`config.mk`:
```
export PLATFORM = sky130hd
export DESIGN_NAME = pnsh_delay
export DESIGN_NICKNAME = d
export VERILOG_FILES = /design/src/design/pnsh_delay.sv
export SDC_FILE = /design/constraint.sdc
export NUM_CORES = 1
export LEC_CHECK = 0
export ABC_CLOCK_PERIOD_IN_PS = 800
export BUFFER_PORTS_ARGS = -buffer_cell sky130_fd_sc_hd__buf_2
export CAP_MARGIN = 40
export CORE_UTILIZATION = 35
export CTS_CLUSTER_DIAMETER = 60
export DETAILED_ROUTE_END_ITERATION = 8
export GPL_TIMING_DRIVEN = 0
export HOLD_SLACK_MARGIN = 0.15
export PLACE_DENSITY_LB_ADDON = 0.25
export SLEW_MARGIN = 20
export SYNTH_ARGS = -nofsm -noshare
export SYNTH_HDL_FRONTEND = slang
export SYNTH_SLANG_ARGS = --single-unit
```
`constraint.sdc`:
```
create_clock -name clk -period 0.8 [get_ports clk]
set_input_delay 0.12 -clock clk [delete_from_list [all_inputs] [get_ports clk]]
set_output_delay 0.12 -clock clk [all_outputs]
set_load 0.05 [all_outputs]
```
`src/design/pnsh_delay.sv`:
```
// ----------------------------------------------------------------------------
// pnsh_delay
// Delay line that carries valid bits and side data past the divider stages.
// ----------------------------------------------------------------------------
`default_nettype none

module pnsh_delay #(
  parameter int DEPTH = 18,
  parameter int WIDTH = 8
) (
  input  wire logic clk,
  input  wire logic rst,
  input  wire logic adv,
  input  wire logic valid_i,
  input  wire logic [WIDTH-1:0] data_i,
  output logic valid_o,
  output logic [WIDTH-1:0] data_o
);

  logic [DEPTH-1:0] vld;
  logic [WIDTH-1:0] dat [DEPTH];

  always_ff @(posedge clk) begin
    if (rst) begin
      vld <= '0;
    end else if (adv) begin
      vld[0] <= valid_i;
      for (int i = 1; i < DEPTH; i++) begin
        vld[i] <= vld[i-1];
      end
    end
  end

  always_ff @(posedge clk) begin
    if (adv) begin
      dat[0] <= data_i;
      for (int i = 1; i < DEPTH; i++) begin
        dat[i] <= dat[i-1];
      end
    end
  end

  assign valid_o = vld[DEPTH-1];
  assign data_o = dat[DEPTH-1];

endmodule

`default_nettype wire

```
==> metrics.txt <==
CORE AREA 13900 um^2; chip width 121 um; Clock transition at path regs 0.06 ns; Startpoint Class flop; Hold Path Sink dat[9][3]$_DFFE_PP_; GRT Total Usage 0.0809; WHS Path Cells 1; Synth top cells by count edfxtp_1, dfxtp_1, mux2i_1, nor2_1; Slowest cell on crit path edfxtp_1; WP data required 0.68 ns; worst slew pin tran 0.270 ns; FILL cells 1168; antenna viol nets, final 0; RR Endpoint dat[7][4]$_DFFE_PP_; final WL 5230 um; Netlist Area Pre-Place 4970 um^2; xor-xnor portion of the synthesized cell area 0; CP Class flop to output pin; cell count after synthesis 202; synth top area cells edfxtp_1, dfxtp_1, mux2i_1; final instance area 6230 um^2; library cells used by synthesis 8; FFs w/ async S/R, synth 0; Placed Instance Area 5330 um^2; failing checks setup timing; Setup-failing EPs final 9; I/O pin count 21; # DRC 0; Crit path largest cell delay 0.38 ns; Main synth FF type edfxtp_1; ant diodes 0; Final Wtd Congestion 0.586; Simple-Gate Fraction of Synth Area 0.0136; via count 1851; EDFF count, synth 144; status complete, but fails checks; Pleak 2.21 nW; clk sinks 162; final hold vios 0; Post-CTS Hold Fix Bufs 11; cell taking the most area after synthesis edfxtp_1; area occupied by registers 4690 um^2; Port Buf Inserts 19; Die Y 121 um; Ys Warns 0; Pre-antenna DRT Iters 4; worst reg2reg path startpoint dat[6][4]$_DFFE_PP_; fin worst setup slack -0.265 ns; share of post-route cells with drive strength above 1 0.216; Cell Pwr Density 2930 nW/um^2; fin util 0.449; Final min period 1.07 ns; area of the multi-input gates 248 um^2; remaining global-route overflow 0; vias in the first global route 1838; die area 14700 um^2; WP buf/inv 1; # rows 43; Max Slew Vio Count 0; CTS tree built; top-count cell post-synth edfxtp_1; Synth-to-Final Area Change 25.3%; flop2flop setup slack 0.17 ns; Max Clock Skew 0.00461 ns; post-synthesis sequential element count 162; Detailed Place HPWL 2180 um; largest family of logic cells by synthesized area multiplexers; vias per cell 4.13; first-pass GRT wire length 8600 um; R2R depth 0; CP top delay family flip-flops; Slew HR 0.819; number of max-cap violations 0; CP startpoint dat[17][3]$_DFFE_PP_; final cycle utilization of the critical path 1.33; total nets after synthesis 214; worst skew pair latency 0.40 ns; crit path cell chain buf_6; RSZ-0062 raised after global routing true; Tightest Hold Check Type input pin to flop; critical path depth in cells 1; CTS HTree Levels 4; root buf cell clkbuf_16; Starting DRT DRC Count 200; compound-gate portion of the synthesized area 0; f_max 939 MHz; worst hold start adv; Post-CTS Setup Inserts 0; Avg WL per Cell 11.7 um; maximum vdd drop 1.66 mV; deepest clock path buffer count 2; # nets final 268; initial antenna violation count 0; Initial Util 0.358; CP Capture Type output pin; hold_ws 0.0118 ns; total CTS buffers 17; CP Data Arrival Time 0.95 ns; CP max FO 1; Post-Synth Adder-Cell Area 0; Seq/Total Area, Yosys 0.942; multiplexer share of the synthesized area 0.0362; largest net degree at the start of global routing 55; Avg Inst Size Synth 24.6 um^2; Yosys top cell area share 0.869
-- through the flow --
step,power [mW],cells,TNS [ns],setup WS [ns]
2_1_floorplan,10.1,202,0,0.0794
3_5_place_dp,10.3,402,-63.05,-0.857
3_3_place_gp,10.3,401,-324.41,-2.37
5_1_grt,19.0,448,-2.72,-0.316
4_1_cts,18.5,447,-2.50,-0.296
6_report,18.3,448,-2.27,-0.265
-- where the power goes --
part | total, mW | internal [mW] | switching (mW)
registers | 9.80 | 9.70 | 0.0988
clock network | 7.95 | 4.89 | 3.06
logic | 0.506 | 0.228 | 0.278
-- how the worst max path moves through the flow --
stage	end	slack, ns
2_1_floorplan	data_o[0]	0.08
3_3_place_gp	vld[8]$_SDFFE_PP0P_	-2.37
3_5_place_dp	vld[9]$_SDFFE_PP0P_	-0.86
4_1_cts	data_o[3]	-0.30
5_1_grt	data_o[0]	-0.32
6_report	data_o[3]	-0.27
-- sequential cells by signal (all words and copies together) (netlist names) --
signal	cells
dat	144
vld	18
-- per-layer routing --
metal	GRT usage	routed length (um)	up-vias	share of wire
li1	-	-	900	-
met1	0.0960	2610	913	0.50
met2	0.117	2340	29	0.45
met3	0.0395	181	9	0.035
met4	0.0509	95	0	0.018
met5	0	0	-	0
-- cell type report --
type                    count  share of cell area
clock inverters            13              0.0261
well taps                 180              0.0362
repair buffers             35              0.0697
plain buffers               4             0.00723
multi-input cells          36              0.0398
flip-flops and latches    162               0.752
clock buffers              18              0.0689
-- cells in the final DEF (no fill, tap or decap), drive strengths merged, types with 3 or more instances in the layout --
cell         Yosys  final
edfxtp         144    144
buf              3     23
clkbuf           1     20
mux2i           18     18
nor2            18     18
dfxtp           18     18
dlygate4sd3      0     11
clkinvlp         0      5
clkinv           0      4
bufinv           0      3
bufbuf           0      3
-- cells by family after synthesis --
| logic type | count (synthesis) |
|---|---|
| multiplexers | 18 |
| flip-flops | 162 |
| buffers and inverters | 4 |
| AND/OR/NAND/NOR | 18 |
-- what timing repair did --
item                                    CTS  global route
cloned                                    3             1
pin swaps                                 0             0
gates resized for setup                  21             0
endpoints found under the hold margin    52            36
endpoints found under the setup margin  135            19
No activity file was read; power rests on OpenSTA's default activity.
