## src/design/pnsh_div.sv

```systemverilog
// ----------------------------------------------------------------------------
// pnsh_div
// Pipelined restoring divider for one normal component, one quotient bit
// per register stage, rounding to nearest by a half-divisor bias.
// ----------------------------------------------------------------------------
`default_nettype none

module pnsh_div #(
  parameter int FRAC_BITS = 16
) (
  input  wire logic clk,
  input  wire logic adv,
  input  wire logic [29:0] mg_i,
  input  wire logic [31:0] mag_i,
  output logic [FRAC_BITS+1:0] q_o
);

  localparam int QB = FRAC_BITS + 2;

  logic [63:0] num;
  logic [63:0] rems [QB];
  logic [31:0] dens [QB];
  logic [QB-1:0] qs [QB];

  assign num = ({34'd0, mg_i} << FRAC_BITS) + {33'd0, mag_i[31:1]};

  for (genvar i = 0; i < QB; i++) begin : g_bit
    localparam int B = QB - 1 - i;
    logic [63:0] rem_in;
    logic [31:0] den_in;
    logic [QB-1:0] q_in;
    logic [63:0] trial;
    logic [QB-1:0] q_set;

    if (i == 0) begin : g_first
      assign rem_in = num;
      assign den_in = mag_i;
      assign q_in = '0;
    end else begin : g_rest
      assign rem_in = rems[i-1];
      assign den_in = dens[i-1];
      assign q_in = qs[i-1];
    end

    assign trial = {32'd0, den_in} << B;

    always_comb begin
      q_set = q_in;
      q_set[B] = 1'b1;
    end

    always_ff @(posedge clk) begin
      if (adv) begin
        if (rem_in >= trial) begin
          rems[i] <= rem_in - trial;
          qs[i] <= q_set;
        end else begin
          rems[i] <= rem_in;
          qs[i] <= q_in;
        end
        dens[i] <= den_in;
      end
    end
  end

  assign q_o = qs[QB-1];

endmodule

`default_nettype wire

```

## config.mk

```make
export PLATFORM = sky130hd
export DESIGN_NAME = pnsh_div
export DESIGN_NICKNAME = d
export VERILOG_FILES = /design/src/design/pnsh_div.sv
export SDC_FILE = /design/constraint.sdc
export NUM_CORES = 2
export LEC_CHECK = 0
export ABC_CLOCK_PERIOD_IN_PS = 10490
export BUFFER_PORTS_ARGS = -buffer_cell sky130_fd_sc_hd__buf_2
export CAP_MARGIN = 15
export CORE_ASPECT_RATIO = 1.4
export CORE_MARGIN = 1.5
export CORE_UTILIZATION = 40
export DETAILED_ROUTE_END_ITERATION = 6
export HOLD_SLACK_MARGIN = 0.02
export PLACE_DENSITY = 0.58
export SYNTH_ARGS = -nofsm -noshare
export SYNTH_HDL_FRONTEND = slang
export SYNTH_SLANG_ARGS = --single-unit
```

## constraint.sdc

```tcl
create_clock -name clk -period 10.49 [get_ports clk]
set_input_delay 2.098 -clock clk [delete_from_list [all_inputs] [get_ports clk]]
set_output_delay 2.098 -clock clk [all_outputs]
set_load 0.05 [all_outputs]
```

==> reports/summary.txt <==
Status - complete, no violations
Gate Count Post-Synth - 9766
Pre-CTS WS - 2.474 ns
GR Util met1 - 16.64%
Iter 0 DRT Violations - 3489
CP endpoint kind - flip-flop
Hold crit path type - reg2reg
Core area - 0.2571 sq mm
Synth Warn # - 0
Worst-margin pin slew - 1.360 ns
Number of flops mapped to enable cells by yosys - 1789
Seq/Total Area, Yosys - 51.87%
CTS tree - yes
Worst Path Required - 11.10 ns
Final slew viol count - 0
GRT met2 Usage - 53.47%
Post-layout util - 44.50%
Initial antenna violation count - 5
Synthesized area - 0.1036 sq mm
Top_reg_cell synth - edfxtp_1
Critical path fanouts, max - 20
DR pass1 iterations - 6
# Post-CTS Setup Buffers - 0
Worst-Skew Late Latency - 0.90 ns
FP Rows - 220
Leak pwr - 43.46 nW
Worst hold slack - 0.4131 ns
Gr usage total - 24.54%
Post-Synth XOR/XNOR Area - 7.061%
Adder-Cell Fraction of Synth Area - 7.464%
DRC Markers - 0
R2R Setup Slk - 4.48 ns
Number of routed nets with antenna violations - 0
Avg Inst Size Synth - 10.60 sq um
Hold Buf Count CTS - 0
RSZ-0062 raised after global routing - no
Fillers - 24246
Setup crit start kind - primary input
Clock sinks - 1789
Arr. time, crit path - 7.67 ns
Per-cell routed wire length - 24.33 um
Distinct cells, synth - 99
Post-synthesis async set-or-reset flop share - 0%
Area Overhead vs Synth - 10.48%
Routing usage on met3 - 2.388%
Setup TNS - 0 ns
CTS max path bufs - 4
Final Hold Violating Endpoints - 0
Final Cycle Share - 67.28%
Post-synthesis mux area share - 0.8565%
Setup Crit Path Kind - in2reg
Die area - 0.2620 sq mm
Layout cell share with drive strength beyond 1 - 6.742%
Via Count - 74466
Seq cells post-synth - 1789
Initial core utilization - 40.28%
Syn Nets - 10437
Compound-gate portion of the synthesized area - 14.33%
Gates resized, CTS repair - 0
Slew HR - 8.537%
Fmax - 0.1417 GHz
Final WL - 326.9 mm
Vias in the first global route - 78107
Die W - 433.0 um
Largest family of logic cells by synthesized area - simple AND/OR/NAND/NOR gates
Power per cell area - 266.0 mW/mm^2
Remaining global-route overflow - 0
CTS Root Cell - clkbuf_16
RePlAce Congestion - 1.083
CTS HTree Levels - 4
Worst vdd ir - 0.0001502 V
Chip height - 605.1 um
Clock slew at reported path FFs - 0.06 ns
Vias/cell - 5.542
GRT busiest layer - met2
Worst Setup Slack, final - 3.432 ns
Fin crit period - 7.058 ns
Highest-count cells in the layout ignoring fill and taps - edfxtp_1, nand2_1, inv_1, o21ai_0, a21oi_1
Layout Skew - 0.1017 ns
CTS buffer count - 195
Total power - 0.03044 W
Number of max-cap violations - 0
Post-layout nets - 10508
Setup Viol. Count Final - 0
Top Ports - 82
Largest net degree at the start of global routing - 187
DPL Wire Length - 263.0 mm
Commonest non-fill, non-tap cell in the layout - edfxtp_1
First-pass GRT wire length - 474.6 mm
Port bufs - 81
Synth Area in Simple Gates - 14.52%
==> sequential cells by signal, summed over array words and instances, names as in the netlist <==
register and flops:
dens 544, qs 171, rems 1074
==> routing by layer <==
layer	vias up	share of wire [%]
li1	36125	-
met1	35571	27
met2	1766	60
met3	1004	2.3
met4	0	11
met5	-	0
==> worst paths after layout <==
kind / from / endpoint / depth (start not counted)
setup / recovery: mag_i[17] / rems[0][37] / 20
hold / removal: qs[15][14] / qs[16][14] / 0
setup reg to reg: rems[0][95] / rems[1][61] / 12
hold reg to reg: qs[15][14] / qs[16][14] / 0
==> final cells by class <==
type                       count  area, sq um  area share, %
antenna                       13        32.53        0.02843
inverter                     741         2781          2.431
clock buffer                 236         5119          4.474
sequential                  1789        53720          46.95
clock inverter               106         1070         0.9350
multi-input combinational   6916        46040          40.24
timing repair buffer         194         1348          1.178
tap                         3441         4305          3.763
==> cells in the mapped netlist, types with 213 or more instances <==
master    instances  area share (%)
edfxtp_1       1789              52
nand2_1         909             3.3
inv_1           741             2.7
o21ai_0         727             3.5
a21oi_1         613             3.0
ha_1            589             7.1
nor2_1          584             2.1
xnor2_1         450             3.8
xor2_1          385             3.3
a21o_1          381             2.8
clkbuf_1        280             1.0
nor3_1          236             1.1
nand4_1         213             1.3
==> logic make-up after synthesis <==
| family | Yosys count |
|---|---|
| flops | 1789 |
| mux | 79 |
| xor+xnor | 835 |
| buf+inv | 1061 |
| simple gates | 3007 |
| compound gates | 2388 |
| fa+ha+maj | 607 |
==> critical path, cell delays in order <==
cell and delay [ns]:
buf_2 0.17, ha_1 0.22, fa_1 0.43, a211oi_1 0.38, o21bai_1 0.15, a21oi_1 0.34, o2111ai_1 0.24, nand2_1 0.11
o21ai_1 0.25, nand3_1 0.20, xnor2_1 0.10, ha_1 0.38, and3_1 0.25, nand3_1 0.13, nor3_1 0.61, nand4b_1 0.40
and3_1 0.32, o41a_2 0.29, inv_1 0.21, mux2_2 0.35
==> per-stage QoR <==
| step | area, sq um | std cells |
|---|---|---|
| 3_5_place_dp | 108200 | 13080 |
| 6_report | 114400 | 13436 |
| 3_3_place_gp | 108200 | 13076 |
| 4_1_cts | 114400 | 13422 |
| 5_1_grt | 114400 | 13431 |
| 2_1_floorplan | 103600 | 9766 |
==> report_power, final <==
group          switching (W)  internal, W
clock                0.00288      0.00397
combinational        0.00786      0.00472
sequential           0.00101       0.0100
No activity file was read; power rests on OpenSTA's default activity.
